File: config.mk
export PLATFORM = sky130hd
export DESIGN_NAME = template_packet_framer_flat
export DESIGN_NICKNAME = d
export VERILOG_FILES = /design/src/rtl/tpf_pkg.sv /design/src/rtl/tpf_if.sv /design/src/rtl/tpf_emitter.sv /design/src/rtl/template_packet_framer.sv /design/src/flat_wrapper.sv
export SDC_FILE = /design/constraint.sdc
export NUM_CORES = 1
export LEC_CHECK = 0
export BUFFER_PORTS_ARGS = -buffer_cell sky130_fd_sc_hd__buf_2
export CAP_MARGIN = 20
export CELL_PAD_IN_SITES_DETAIL_PLACEMENT = 0
export CELL_PAD_IN_SITES_GLOBAL_PLACEMENT = 1
export CORE_ASPECT_RATIO = 1.4
export CORE_MARGIN = 5
export CORE_UTILIZATION = 35
export CTS_CLUSTER_SIZE = 30
export DETAILED_ROUTE_END_ITERATION = 10
export PLACE_DENSITY = 0.6
export SLEW_MARGIN = 20
export SYNTH_ARGS = -nofsm -noshare
export SYNTH_HDL_FRONTEND = slang
export SYNTH_SLANG_ARGS = --single-unit
File: constraint.sdc
create_clock -name clk_i -period 4.77 [get_ports clk_i]
set_clock_uncertainty 0.15 [all_clocks]
set_input_delay 0.7155 -clock clk_i [delete_from_list [all_inputs] [get_ports clk_i]]
set_output_delay 0.7155 -clock clk_i [all_outputs]
set_load 0.1 [all_outputs]
File: src/rtl/tpf_pkg.sv
// Package: shared types, constants and emit step codes for the template packet framer.
`default_nettype none

package tpf_pkg;

  // Default geometry of one template download.
  localparam int unsigned PAYLOAD_BYTES_DEF = 128;
  localparam int unsigned PACKET_COUNT_DEF  = 4;

  // Fixed header and command bytes.
  localparam logic [7:0] HDR_START_HI = 8'hEF;
  localparam logic [7:0] HDR_START_LO = 8'h01;
  localparam logic [7:0] ID_DATA      = 8'h02;
  localparam logic [7:0] ID_LAST      = 8'h08;
  localparam logic [7:0] CMD_PID      = 8'h01;
  localparam logic [7:0] CMD_LEN_HI   = 8'h00;
  localparam logic [7:0] CMD_LEN_LO   = 8'h04;
  localparam logic [7:0] CMD_DOWNLOAD = 8'h09;
  localparam logic [7:0] CMD_BUF_ID   = 8'h01;
  localparam logic [7:0] CMD_PAGE     = 8'h00;
  localparam logic [7:0] CMD_SUM_LO   = 8'h0F;

  localparam logic [31:0] ADDR_RESET = 32'hFFFF_FFFF;

  // Emit sequencer steps: command (13), header (9), data, checksum hi/lo.
  typedef logic [4:0] step_t;
  localparam step_t STEP_CMD  = 5'd0;
  localparam step_t STEP_HDR  = 5'd13;
  localparam step_t STEP_DATA = 5'd22;
  localparam step_t STEP_CSHI = 5'd23;
  localparam step_t STEP_CSLO = 5'd24;

  // One accepted beat with its position flags, handed to the emitter.
  typedef struct packed {
    logic [7:0]  data;
    logic        cmd;      // first byte of template: download command first
    logic        head;     // first byte of packet: header first
    logic        tail;     // last byte of packet: checksum after
    logic        last_pkt; // belongs to the final packet
    logic [7:0]  len_hi;
    logic [7:0]  len_lo;
    logic [15:0] csum;     // running sum including this byte
  } item_t;

endpackage

`default_nettype wire

File: src/rtl/tpf_if.sv
// Interfaces: input beat, output beat and configuration write channels.
`default_nettype none

interface tpf_in_if;
  logic       valid;
  logic       ready;
  logic [7:0] template_byte;
  modport source (output valid, output template_byte, input ready);
  modport sink   (input valid, input template_byte, output ready);
endinterface

interface tpf_out_if;
  logic       valid;
  logic       ready;
  logic [7:0] out_byte;
  logic       run_last;
  logic       packet_end;
  logic       template_end;
  modport source (output valid, output out_byte, output run_last, output packet_end,
                  output template_end, input ready);
  modport sink   (input valid, input out_byte, input run_last, input packet_end,
                  input template_end, output ready);
endinterface

interface tpf_cfg_if;
  logic        valid;
  logic        ready;
  logic [31:0] device_address;
  modport source (output valid, output device_address, input ready);
  modport sink   (input valid, input device_address, output ready);
endinterface

`default_nettype wire

File: src/rtl/tpf_emitter.sv
// Emitter: item stage, byte step sequencer and output register.
`default_nettype none

module tpf_emitter (
  input  wire logic             clk_i,
  input  wire logic             rst_ni,
  input  wire logic             item_valid_i,
  output logic                  item_ready_o,
  input  wire tpf_pkg::item_t   item_i,
  input  wire logic [31:0]      addr_i,
  tpf_out_if.source             out_o
);

  logic            item_v_q;
  tpf_pkg::item_t  item_q;
  tpf_pkg::step_t  step_q, step_start, step_end;
  logic            out_v_q;
  logic [7:0]      byte_q, byte_d;
  logic            last_q, pend_q, tend_q;
  logic            adv, fin;

  assign adv = !out_v_q || out_o.ready;
  assign step_end = item_q.tail ? tpf_pkg::STEP_CSLO : tpf_pkg::STEP_DATA;
  assign fin = item_v_q && adv && (step_q == step_end);
  assign item_ready_o = !item_v_q || fin;

  assign step_start = item_i.cmd  ? tpf_pkg::STEP_CMD :
                      item_i.head ? tpf_pkg::STEP_HDR : tpf_pkg::STEP_DATA;

  always_comb begin
    case (step_q)
      tpf_pkg::STEP_CMD:          byte_d = tpf_pkg::HDR_START_HI;
      tpf_pkg::STEP_CMD + 5'd1:   byte_d = tpf_pkg::HDR_START_LO;
      tpf_pkg::STEP_CMD + 5'd2:   byte_d = addr_i[31:24];
      tpf_pkg::STEP_CMD + 5'd3:   byte_d = addr_i[23:16];
      tpf_pkg::STEP_CMD + 5'd4:   byte_d = addr_i[15:8];
      tpf_pkg::STEP_CMD + 5'd5:   byte_d = addr_i[7:0];
      tpf_pkg::STEP_CMD + 5'd6:   byte_d = tpf_pkg::CMD_PID;
      tpf_pkg::STEP_CMD + 5'd7:   byte_d = tpf_pkg::CMD_LEN_HI;
      tpf_pkg::STEP_CMD + 5'd8:   byte_d = tpf_pkg::CMD_LEN_LO;
      tpf_pkg::STEP_CMD + 5'd9:   byte_d = tpf_pkg::CMD_DOWNLOAD;
      tpf_pkg::STEP_CMD + 5'd10:  byte_d = tpf_pkg::CMD_BUF_ID;
      tpf_pkg::STEP_CMD + 5'd11:  byte_d = tpf_pkg::CMD_PAGE;
      tpf_pkg::STEP_CMD + 5'd12:  byte_d = tpf_pkg::CMD_SUM_LO;
      tpf_pkg::STEP_HDR:          byte_d = tpf_pkg::HDR_START_HI;
      tpf_pkg::STEP_HDR + 5'd1:   byte_d = tpf_pkg::HDR_START_LO;
      tpf_pkg::STEP_HDR + 5'd2:   byte_d = addr_i[31:24];
      tpf_pkg::STEP_HDR + 5'd3:   byte_d = addr_i[23:16];
      tpf_pkg::STEP_HDR + 5'd4:   byte_d = addr_i[15:8];
      tpf_pkg::STEP_HDR + 5'd5:   byte_d = addr_i[7:0];
      tpf_pkg::STEP_HDR + 5'd6:   byte_d = item_q.last_pkt ? tpf_pkg::ID_LAST
                                                           : tpf_pkg::ID_DATA;
      tpf_pkg::STEP_HDR + 5'd7:   byte_d = item_q.len_hi;
      tpf_pkg::STEP_HDR + 5'd8:   byte_d = item_q.len_lo;
      tpf_pkg::STEP_DATA:         byte_d = item_q.data;
      tpf_pkg::STEP_CSHI:         byte_d = item_q.csum[15:8];
      tpf_pkg::STEP_CSLO:         byte_d = item_q.csum[7:0];
      default:                    byte_d = item_q.data;
    endcase
  end

  // Control state.
  always_ff @(posedge clk_i or negedge rst_ni) begin
    if (!rst_ni) begin
      item_v_q <= 1'b0;
      step_q   <= tpf_pkg::STEP_DATA;
      out_v_q  <= 1'b0;
    end else begin
      if (item_valid_i && item_ready_o) begin
        item_v_q <= 1'b1;
        step_q   <= step_start;
      end else if (fin) begin
        item_v_q <= 1'b0;
      end else if (item_v_q && adv) begin
        step_q <= step_q + 5'd1;
      end
      if (adv) begin
        out_v_q <= item_v_q;
      end
    end
  end

  // Payload registers.
  always_ff @(posedge clk_i) begin
    if (item_valid_i && item_ready_o) begin
      item_q <= item_i;
    end
    if (adv && item_v_q) begin
      byte_q <= byte_d;
      last_q <= (step_q == step_end);
      pend_q <= (step_q == tpf_pkg::STEP_CSLO);
      tend_q <= (step_q == tpf_pkg::STEP_CSLO) && item_q.last_pkt;
    end
  end

  assign out_o.valid        = out_v_q;
  assign out_o.out_byte     = byte_q;
  assign out_o.run_last     = last_q;
  assign out_o.packet_end   = pend_q;
  assign out_o.template_end = tend_q;

endmodule

`default_nettype wire

File: src/rtl/template_packet_framer.sv
// Top level: template byte stream to fingerprint module download packet framer.
//
//  channel  dir  payload                                          beat when
//  in_i     in   template_byte[7:0]                                valid & ready
//  out_o    out  out_byte[7:0], run_last, packet_end, template_end  valid & ready
//  cfg_i    in   device_address[31:0]                             valid & ready
//
// An input beat lands in the emitter's item stage and its output bytes leave
// through the output register. A plain data beat yields one output byte, so the
// block runs at one beat per cycle while out_o is ready; the first beat of a
// packet adds 9 header bytes, the first of a template 13 more, and the last of a
// packet 2 checksum bytes: that beat holds the item stage until all are sent.
// in_i.ready drops only while the item stage still has bytes left to send.
// rst_ni clears position, sum and valids; device_address resets to all ones.
`default_nettype none

module template_packet_framer #(
  parameter int unsigned PAYLOAD_BYTES = tpf_pkg::PAYLOAD_BYTES_DEF,
  parameter int unsigned PACKET_COUNT  = tpf_pkg::PACKET_COUNT_DEF
) (
  input  wire logic  clk_i,
  input  wire logic  rst_ni,
  tpf_in_if.sink     in_i,
  tpf_cfg_if.sink    cfg_i,
  tpf_out_if.source  out_o
);

  localparam int unsigned OFF_W = $clog2(PAYLOAD_BYTES);
  localparam int unsigned PKT_W = (PACKET_COUNT > 1) ? $clog2(PACKET_COUNT) : 1;
  localparam logic [15:0] LEN   = 16'(PAYLOAD_BYTES + 2);
  localparam logic [OFF_W-1:0] OFF_LAST = OFF_W'(PAYLOAD_BYTES - 1);
  localparam logic [PKT_W-1:0] PKT_LAST = PKT_W'(PACKET_COUNT - 1);

  // Device address register; config port never stalls.
  logic [31:0] addr_q;
  assign cfg_i.ready = 1'b1;

  always_ff @(posedge clk_i or negedge rst_ni) begin
    if (!rst_ni) begin
      addr_q <= tpf_pkg::ADDR_RESET;
    end else if (cfg_i.valid) begin
      addr_q <= cfg_i.device_address;
    end
  end

  // Position within template: byte offset inside packet plus packet number.
  logic [OFF_W-1:0] off_q;
  logic [PKT_W-1:0] pkt_q;
  logic [15:0]      sum_q, sum_base, sum_d;
  logic             head, tail, last_pkt, accept, item_ready;
  logic [7:0]       id;
  tpf_pkg::item_t   item;

  assign head     = (off_q == '0);
  assign tail     = (off_q == OFF_LAST);
  assign last_pkt = (pkt_q == PKT_LAST);
  assign id       = last_pkt ? tpf_pkg::ID_LAST : tpf_pkg::ID_DATA;

  // Header seeds the sum with id and both length bytes.
  assign sum_base = head ? (16'(id) + 16'(LEN[15:8]) + 16'(LEN[7:0])) : sum_q;
  assign sum_d    = sum_base + 16'(in_i.template_byte);

  assign in_i.ready = item_ready;
  assign accept     = in_i.valid && item_ready;

  always_comb begin
    item.data     = in_i.template_byte;
    item.cmd      = head && (pkt_q == '0);
    item.head     = head;
    item.tail     = tail;
    item.last_pkt = last_pkt;
    item.len_hi   = LEN[15:8];
    item.len_lo   = LEN[7:0];
    item.csum     = sum_d;
  end

  always_ff @(posedge clk_i or negedge rst_ni) begin
    if (!rst_ni) begin
      off_q <= '0;
      pkt_q <= '0;
      sum_q <= '0;
    end else if (accept) begin
      sum_q <= sum_d;
      if (tail) begin
        off_q <= '0;
        pkt_q <= last_pkt ? '0 : pkt_q + PKT_W'(1);
      end else begin
        off_q <= off_q + OFF_W'(1);
      end
    end
  end

  tpf_emitter u_emitter (
    .clk_i        (clk_i),
    .rst_ni       (rst_ni),
    .item_valid_i (in_i.valid),
    .item_ready_o (item_ready),
    .item_i       (item),
    .addr_i       (addr_q),
    .out_o        (out_o)
  );

endmodule

`default_nettype wire

File: src/flat_wrapper.sv
// flat-port wrapper written by rule: the top's interface ports become plain ports
module template_packet_framer_flat 
#(
  parameter int unsigned PAYLOAD_BYTES = tpf_pkg::PAYLOAD_BYTES_DEF,
  parameter int unsigned PACKET_COUNT  = tpf_pkg::PACKET_COUNT_DEF
)
  (clk_i, rst_ni, in_i_valid, in_i_template_byte, in_i_ready, cfg_i_valid, cfg_i_device_address, cfg_i_ready, out_o_valid, out_o_out_byte, out_o_run_last, out_o_packet_end, out_o_template_end, out_o_ready);
  tpf_in_if in_i_i ();
  tpf_cfg_if cfg_i_i ();
  tpf_out_if out_o_i ();
  input  wire logic clk_i;
  input  wire logic rst_ni;
  input wire logic [$bits(in_i_i.valid)-1:0] in_i_valid;
  input wire logic [$bits(in_i_i.template_byte)-1:0] in_i_template_byte;
  output wire logic [$bits(in_i_i.ready)-1:0] in_i_ready;
  input wire logic [$bits(cfg_i_i.valid)-1:0] cfg_i_valid;
  input wire logic [$bits(cfg_i_i.device_address)-1:0] cfg_i_device_address;
  output wire logic [$bits(cfg_i_i.ready)-1:0] cfg_i_ready;
  output wire logic [$bits(out_o_i.valid)-1:0] out_o_valid;
  output wire logic [$bits(out_o_i.out_byte)-1:0] out_o_out_byte;
  output wire logic [$bits(out_o_i.run_last)-1:0] out_o_run_last;
  output wire logic [$bits(out_o_i.packet_end)-1:0] out_o_packet_end;
  output wire logic [$bits(out_o_i.template_end)-1:0] out_o_template_end;
  input wire logic [$bits(out_o_i.ready)-1:0] out_o_ready;
  assign in_i_i.valid = in_i_valid;
  assign in_i_i.template_byte = in_i_template_byte;
  assign in_i_ready = in_i_i.ready;
  assign cfg_i_i.valid = cfg_i_valid;
  assign cfg_i_i.device_address = cfg_i_device_address;
  assign cfg_i_ready = cfg_i_i.ready;
  assign out_o_valid = out_o_i.valid;
  assign out_o_out_byte = out_o_i.out_byte;
  assign out_o_run_last = out_o_i.run_last;
  assign out_o_packet_end = out_o_i.packet_end;
  assign out_o_template_end = out_o_i.template_end;
  assign out_o_i.ready = out_o_ready;
  template_packet_framer #(.PAYLOAD_BYTES(PAYLOAD_BYTES), .PACKET_COUNT(PACKET_COUNT)) u_core (.clk_i(clk_i), .rst_ni(rst_ni), .in_i(in_i_i), .cfg_i(cfg_i_i), .out_o(out_o_i));
endmodule
-- Word level (Yosys, flattened, before mapping)
Cells that the tools add are included.
- register bits after elaboration: 101
- input port bits: 45
- output and inout port bits: 14
- logic and storage cells: 84
- add/sub/neg operators: 5
- eq/ne operators: 27
- mux-type cells: 14
- reductions and logical operators: 23
- operators by type and width (operator ; count):
    8-bit case mux with 14 select lines ; 1
    5-bit by 4-bit equality test with 1-bit output (second input constant) ; 8
    5-bit equality test (second input constant) ; 8
    5-bit 2-to-1 mux ; 5
    5-bit by 3-bit equality test with 1-bit output (second input constant) ; 4
    16-bit by 8-bit adder with 16-bit output ; 1
    16-bit 2-to-1 mux ; 1
    4-bit 2-to-1 mux ; 3
    5-bit by 2-bit equality test with 1-bit output (second input constant) ; 2
    2-bit OR reduction ; 5
    8-bit by 8-bit adder with 9-bit output (second input constant) ; 1
    7-bit by 1-bit adder with 7-bit output (second input constant) ; 1
    7-bit equality test (second input constant) ; 1
    7-bit logical NOT ; 1
    7-bit 2-to-1 mux ; 1
    5-bit by 1-bit adder with 5-bit output (second input constant) ; 1
    5-bit by 1-bit equality test with 1-bit output (second input constant) ; 1
    5-bit equality test ; 1
    1-bit logical AND ; 5
    5-bit logical NOT ; 1
    2-bit AND reduction ; 2
    2-bit nonzero test ; 2
    4-bit OR reduction ; 1
    3-bit OR reduction ; 1
    8 further kinds ; 11

-- Logic depth before layout (Yosys ltp)
Gate-level depths: netlist (run 1).
- depth in word-level cells: 8
- depth in mapped cells: 14
- gate-level depth less buffers: 11

-- Modules after synthesis
A second synthesis (run 1) with hierarchy kept.
- cell total of the unflattened synthesis: 510
- area, all modules: 5916.9 um^2
- modules (own cells, without submodules) (module ; instances ; cells an instance ; area an instance (um^2)):
    template_packet_framer ; 1 ; 282 ; 3000.4
    tpf_emitter ; 1 ; 228 ; 2916.5

-- Least setup slack after synthesis (run 1)
OpenSTA, ideal clock, no wires.
- kind: reg-to-reg
- start point: reg u_core.off_q[2]
- end point: reg u_core.u_emitter.item_q[10] (netlist bit) (data pin)
- arrival time: 3153 ps
- data required time: 4363 ps
- path slack: 1210 ps
- cell stages (with the launch flop): 13
- clock period less this slack: 3560 ps
- cell sequence: dfrtp_1 > or4_4 > or3b_1 > clkbuf_1 > clkbuf_1 > and2_1 > ha_1 > fa_1 > a211oi_1 > o211ai_1 > nand4_1 > xnor2_1 > nor2_1
- RTL lines (element ; RTL line ; text):
    start, declared ; template_packet_framer.sv:47 ; logic [OFF_W-1:0] off_q;
    start signal, assigned ; template_packet_framer.sv:88 ; off_q <= off_q + OFF_W'(1);
    end signal, assigned ; tpf_emitter.sv:86 ; item_q <= item_i;
    end, declared ; tpf_emitter.sv:15 ; tpf_pkg::item_t item_q;

==> results of run 1 <==
-- final cells by class --
class / instances / share of cell area [%]
clock buffers: 11 / 3.750
repair buffers: 63 / 5.323
multi-input cells: 354 / 40.63
inverters: 22 / 1.351
clock inverters: 5 / 0.5847
well taps: 196 / 3.952
flip-flops and latches: 101 / 44.42
-- sequential cells by signal, summed over array words and instances, names as in the netlist --
signal                               cells
u_core.addr_q                           32
u_core.off_q                             7
u_core.pkt_q                             2
u_core.sum_q                            16
u_core.u_emitter.item_q                 26
u_core.u_emitter.item_v_q                1
u_core.u_emitter.out_o.out_byte          8
u_core.u_emitter.out_o.packet_end        1
u_core.u_emitter.out_o.run_last          1
u_core.u_emitter.out_o.template_end      1
u_core.u_emitter.out_o.valid             1
u_core.u_emitter.step_q                  5
-- placed cells by master, fill, tap and decap left out, types with 3 or more instances in the layout --
cell / n
a31o_1: 3
o2111ai_1: 6
xnor2_1: 10
edfxtp_1: 37
nor3_1: 3
o211ai_1: 7
buf_2: 57
xor2_1: 3
and2_1: 8
and3_1: 7
a22oi_1: 4
mux2_2: 33
mux2i_1: 6
clkbuf_16: 9
or4_1: 4
a21o_1: 4
a222oi_1: 7
o21ai_0: 9
nand4_1: 9
clkinv_2: 3
o21ai_1: 14
nor2b_1: 3
nand2b_1: 9
dfstp_2: 35
nand3_1: 15
a211oi_1: 4
dfrtp_1: 29
mux2_1: 9
nor2_1: 27
o22ai_1: 3
ha_1: 17
buf_4: 6
and3b_1: 3
inv_1: 21
a21oi_1: 28
nand2_1: 56
-- power groups by stage --
stage	clock network (µW)	logic (µW)	registers, µW
6_report	690	1790	1350
5_1_grt	745	1970	1390
4_1_cts	715	1810	1360
3_5_place_dp	0	1800	1370
3_3_place_gp	0	1780	1370
2_1_floorplan	0	1200	1530
-- layer usage --
metal  track usage (%)  wire, µm  share of wire, %  up-vias
met2             26.97      7141                52       63
met5                 0         0                 0        -
met1             18.89      5785                42     1918
li1                  -         -                 -     1953
met3             3.004       483               3.5       22
met4             6.191       363               2.6        0
-- worst min path at each step --
stage / slack, ns / end / start / depth (start not counted)
after floorplan: 0.27 / u_core.off_q[0] / rst_ni / 0
after global placement: 0.31 / u_core.sum_q[4] / u_core.sum_q[4] / 2
after detailed placement: 0.31 / u_core.sum_q[4] / u_core.sum_q[4] / 2
after CTS: 0.33 / u_core.sum_q[4] / u_core.sum_q[4] / 2
after global routing: 0.36 / u_core.sum_q[2] / rst_ni / 1
final: 0.32 / u_core.sum_q[2] / rst_ni / 1
-- cells by family (layout without fill, tap and decap cells) --
family                     count (synthesis)  after routing  share of synthesized area (%)
adders and majority gates                 18             18                          4.223
xor gates and xnor gates                  13             13                          2.066
other                                      1              1                        0.06805
and+or+nand+nor                          160            160                          15.24
buffers and inverters                     56            101                          4.223
AOI/OAI and AO/OA                        114            114                          14.49
muxes                                     48             48                          9.673
DFF                                      101            101                          50.02
-- per-stage QoR --
stage               hold slack [ns]  std cells  area [µm²]  power (µW)
floorplan                    0.2699        511        5510        2731
global placement             0.3065        736        5937        3151
detailed placement           0.3090        736        5937        3174
CTS                          0.3266        752        6206        3881
global route                 0.3649        752        6206        4102
finish                       0.3175        752        6206        3833
-- critical path: cells and delay by family (launching register included) --
family	cells	cell delay [ns]
flops	1	0.44
simple gates	5	1.74
fa+ha+maj	2	0.63
xor+xnor	1	0.13
compound gates	2	0.57
==> metrics.cfg, run 1 <==
[worst_setup_path]
worst_r2r_path_depth = 10
worstPathRequired_ns = 4.72
crit_path_end_kind = flop
critical_path_class = reg -> reg
crit_chain = or4_4 > or3b_1 > and2_1 > ha_1 > fa_1 > a211oi_1 > o211ai_1 > nand4_1 > xnor2_1 > nor2_1
path_max_fanout = 17
critPathLaunchType = flop
r2r-end = u_core.u_emitter.item_q[12]
timing.rr.start = u_core.off_q[3]
endpoint = u_core.u_emitter.item_q[12]
cp_slowest_cell = or3b_1
arrival_ns = 3.87
cp-startpoint = u_core.off_q[3]
slowest_delay_ns = 0.65
r2r_slack_ns = 0.85

[finish]
diodes = 0
regArea_mm2 = 0.002756
drive_above_1_share_pct = 27.16
fillCellCount = 1537
nNetsFinal = 614
post-route-util_pct = 39.94
multi_input_area_mm2 = 0.002521
area_growth_pct = 12.62

[drt]
num_vias = 3956
wl_per_cell_um = 18.32
first_iter_violations = 217
drc = 0
via_per_inst = 5.261
wl_mm = 13.77
antenna_left = 0
dr.pass1.iters = 5

[clocking]
tritoncts = built
clk_path_buf_depth = 2
post_cts_buffers = 0
clkSlewWorstSetupHoldPaths_ns = 0.07
ctsHoldBuffers = 0
clk_latency_ns = 0.35
cts_htree_levels = 3
cts-buffers-inserted = 9
cts_resized = 0
clock_sinks = 101
cts_root_buf = clkbuf_16

[timing]
setup_slack_ns = 0.8529
max_clock_freq_ghz = 0.2553
rsz0062_at_grt = false
fin_crit_sh_pct = 82.12
finalSetupViolCount = 0
worst_pin_slew_ns = 0.9470
min_period_ns = 3.917
slew_viol_final = 0
relSlewSlack_pct = 35.23
tns_ns = 0
finalHoldViolCount = 0

[yosys]
synth_seq_area_share_pct = 50.02
synth_area_mm2 = 0.005510
synth_most_common_cell = nand2_1
avgSynthCellArea_um2 = 10.78
synthTopCellsByArea = edfxtp_1 (20%), dfstp_2 (17%), dfrtp_1 (13%), mux2_2 (6.7%), ha_1 (3.9%)
synth_cells = 511
synth_seq_cells = 101
yosysWarnings = 0
syn-num-nets = 574
synth.distinct_cells = 69
synth_top_area_share_pct = 20.16
ys.flop_type = edfxtp_1
async_flop_share_pct = 63.37
synth_area_leader_cell = edfxtp_1
synth_edf_count = 37
netlist_top_cells_count = nand2_1 (56), edfxtp_1 (37), dfstp_2 (35)

[power_and_ir_drop]
p_switching_uw = 1682
switching_share_pct = 43.88
power.internal_uw = 2151
cellPowerDensity_mw_per_mm2 = 617.6
p_comb_share_pct = 46.7
p_leak_uw = 0.002605
pwr-share-clk_pct = 18.0
ir_drop_mv = 0.3266
seq_power_share_pct = 35.3

[global_route]
grt_pass1_wl_mm = 21.98
grt_pass1_vias = 3966
grt.total_usage_pct = 15.55
antenna_found_initial = 0
grt-ovfl-total = 0
grt_max_degree = 44

[placed_design]
dp_slack_ns = 0.8268
dpl.hpwl_mm = 10.24
gp_congestion = 0.8127
portBuffers = 57

[worst_hold_path]
hp-class = in -> async

[floorplanning]
fp.dieArea_mm2 = 0.01839
ios = 59
row_count = 54
die_w_um = 116.0
initial_core_util_pct = 35.46
coreArea_mm2 = 0.01554
die_h_um = 158.5

[job]
cap_violations = 0

[run_status]
status = completed

Note: power is estimated with default switching activity, not from simulation.
==> run 2: changes to the inputs <==
Settings changed: ABC_AREA from default to 1, PLACE_DENSITY 0.6 to 0.62.
Clock period 4.77 ns to 3.9 ns, I/O delays scaled along.
==> metrics.cfg, run 2 <==
[clocking]
clkSlewWorstSetupHoldPaths_ns = 0.07  ; about the same
cts_root_buf = clkbuf_16
ctsHoldBuffers = 0  ; unchanged
cts_htree_levels = 3  ; unchanged
clk_path_buf_depth = 2  ; unchanged
cts-buffers-inserted = 9  ; unchanged
clk_latency_ns = 0.34  ; about the same
tritoncts = built
clock_sinks = 101  ; unchanged
post_cts_buffers = 0  ; unchanged
cts_resized = 0  ; unchanged

[drt]
wl_mm = 12.96  ; -5.9%
via_per_inst = 4.758  ; -9.5%
antenna_left = 0  ; unchanged
wl_per_cell_um = 14.98  ; -18%
dr.pass1.iters = 4  ; -1
num_vias = 4116  ; +4.0%
drc = 0  ; unchanged
first_iter_violations = 209  ; -3.7%

[finish]
largest_register_ffs = 32  ; unchanged
mostFrequentLayoutCells = nand2_1 (199), inv_1 (82), buf_2 (57), edfxtp_1 (37), o21ai_0 (36)
area_growth_pct = 14.51
biggestRegsByFlops = u_core.addr_q: 32 flops, u_core.u_emitter.item_q: 26 flops, u_core.sum_q: 16 flops
drive_above_1_share_pct = 20.21  ; -7.0 points
post-route-util_pct = 40.52  ; +0.58 points
nNetsFinal = 731  ; +19%
diodes = 0  ; unchanged
final_common_cell = nand2_1
top_register = u_core.addr_q

[timing]
worst_pin_slew_ns = 0.8699  ; -0.07715 ns
rsz0062_at_grt = false
relSlewSlack_pct = 42.01  ; +6.8 points
finalHoldViolCount = 0  ; unchanged
min_period_ns = 3.276  ; -0.6415 ns
fin_crit_sh_pct = 83.99  ; +1.9 points
tns_ns = 0  ; unchanged
slew_viol_final = 0  ; unchanged
setup_slack_ns = 0.6244  ; -0.2285 ns
finalSetupViolCount = 0  ; unchanged
max_clock_freq_ghz = 0.3053  ; +20%

[worst_setup_path]
critical_path_class = reg -> reg
crit_chain = inv_1 > ha_1 > inv_1 > nor2_1 > nand3_2 > inv_1 > nand2_1 > o21ai_0 > inv_1 > ha_1 > nand2_1 > nand2_1 > nand2_1 > nand2_1 > nor2_1 > o21ai_0 > nand2_1 > nand2_1 > and2_1
cp-startpoint = u_core.off_q[0]
path_max_fanout = 9  ; -8
critPathLaunchType = flop
endpoint = u_core.u_emitter.item_q[14]
crit_path_end_kind = flop
arrival_ns = 3.23  ; -0.64 ns
r2r-end = u_core.u_emitter.item_q[14]
timing.rr.start = u_core.off_q[0]
r2r_slack_ns = 0.62  ; -0.23 ns
cp_common_cell = nand2_1
worstPathRequired_ns = 3.86  ; -0.86 ns
cp_slowest_cell = dfrtp_1
slowest_delay_ns = 0.41  ; -0.24 ns
worst_r2r_path_depth = 19  ; +9

[yosys]
synthXorXnorAreaFrac_pct = 2.312  ; +0.25 points
syn-num-nets = 673  ; +17%
synthSimpleGateAreaFrac_pct = 23.83  ; +8.6 points
synth_area_leader_cell = edfxtp_1
synthAdderAreaFrac_pct = 4.389  ; +0.17 points
synth_area_mm2 = 0.005303  ; -3.8%
synth_seq_cells = 101  ; unchanged
synth_seq_area_share_pct = 51.98  ; +2.0 points
yosysWarnings = 0  ; unchanged
async_flop_share_pct = 63.37  ; unchanged
synth_edf_count = 37  ; unchanged
synth_compound_area_share_pct = 7.645  ; -6.8 points
ys.flop_type = edfxtp_1
synth.distinct_cells = 38  ; -45%
synth_cells = 610  ; +19%
netlist_top_cells_count = nand2_1 (199), inv_1 (82), edfxtp_1 (37)
synth_top_family_by_area = simple AND/OR/NAND/NOR gates
synth_top_area_share_pct = 20.95  ; +0.79 points
avgSynthCellArea_um2 = 8.693  ; -19%
synthTopCellsByArea = edfxtp_1 (21%), dfstp_2 (17%), nand2_1 (14%), dfrtp_1 (14%), inv_1 (5.8%)
synth_most_common_cell = nand2_1
muxShareOfSynthArea_pct = 2.124  ; -7.5 points

[power_and_ir_drop]
power.internal_uw = 2176  ; +1.2%
ir_drop_mv = 0.4286  ; +31%
switching_share_pct = 41.74  ; -2.1 points
cellPowerDensity_mw_per_mm2 = 615.1  ; -0.41%
p_comb_share_pct = 38.3  ; -8.4 points
p_leak_uw = 0.002962  ; +14%
seq_power_share_pct = 38.2  ; +2.9 points
p_switching_uw = 1559  ; -7.3%
pwr-share-clk_pct = 23.5  ; +5.5 points

[placed_design]
dp_slack_ns = 0.6620  ; -0.1648 ns
gp_congestion = 0.8620  ; +6.1%
dpl.hpwl_mm = 9.766  ; -4.6%
portBuffers = 57  ; unchanged

[floorplanning]
initial_core_util_pct = 35.38  ; -0.077 points
coreArea_mm2 = 0.01499  ; -3.6%
ios = 59  ; unchanged
row_count = 53  ; -1.9%
fp.dieArea_mm2 = 0.01775  ; -3.5%
die_w_um = 114.0  ; -1.7%
die_h_um = 155.6  ; -1.8%

[job]
cap_violations = 0  ; unchanged

[worst_hold_path]
hp-class = in -> async

[global_route]
antenna_found_initial = 0  ; unchanged
grt_pass1_vias = 4205  ; +6.0%
grt-ovfl-total = 0  ; unchanged
grt.total_usage_pct = 15.37  ; -0.17 points
grt_pass1_wl_mm = 21.58  ; -1.8%
grt_max_degree = 65  ; +48%

[run_status]
status = completed

run 2: power by group through the flow:
stage | Combinational [µW] | Sequential [µW] | Clock, µW
5_1_grt | 1590 | 1450 | 949
3_3_place_gp | 1440 | 1440 | 0
3_5_place_dp | 1450 | 1450 | 0
6_report | 1430 | 1430 | 878
2_1_floorplan | 793 | 1750 | 0
4_1_cts | 1450 | 1430 | 909
run 2: cell families (layout without fill, tap and decap cells):
family          after synthesis  after routing
compound gates               69             69
xor+xnor                     14             14
fa+ha+maj                    18             18
buf+inv                     101            164
flops                       101            101
mux                          10             10
other cells                   1              1
simple gates                296            296
run 2: metal layers:
layer	up-vias	track usage, %	part of all wire (%)
met5	-	0	0
met4	0	4.980	1.2
met3	12	2.949	4.2
met2	74	27.28	52
met1	1947	18.65	43
li1	2083	-	-
run 2: per-stage QoR:
step / total power (µW) / area, µm² / instances / hold WS (ns)
5_1_grt: 3990 / 6072 / 865 / 0.2815
6_report: 3735 / 6072 / 865 / 0.2846
2_1_floorplan: 2542 / 5303 / 610 / 0.1394
3_3_place_gp: 2881 / 5787 / 849 / 0.3150
4_1_cts: 3787 / 6072 / 865 / 0.2795
3_5_place_dp: 2892 / 5787 / 849 / 0.3199
run 2: how the worst min path moves through the flow:
stage | start | to
CTS | cfg_i_device_address[21] | u_core.addr_q[21]
global placement | u_core.sum_q[0] | u_core.sum_q[0]
floorplan | rst_ni | u_core.off_q[0]
finish | rst_ni | u_core.u_emitter.out_o.valid
global route | in_i_template_byte[2] | u_core.u_emitter.item_q[38]
detailed placement | u_core.sum_q[1] | u_core.sum_q[1]
run 2: critical path: cells and delay by family (launching register included):
kind	cells	cell delay [ns]
AO/OA/AOI/OAI	2	0.31
flip-flops	1	0.41
buffers and inverters	4	0.41
adder cells (fa/ha/maj)	2	0.50
AND/OR/NAND/NOR	11	1.25
run 2: final cells by class:
class / count / area (µm²)
Fill cell: 1553 / 8915
Sequential cell: 101 / 2756
Multi-Input combinational cell: 408 / 2141
Timing Repair Buffer: 63 / 330.3
Inverter: 85 / 319.1
Clock buffer: 11 / 242.7
Tap cell: 192 / 240.2
Clock inverter: 5 / 42.54
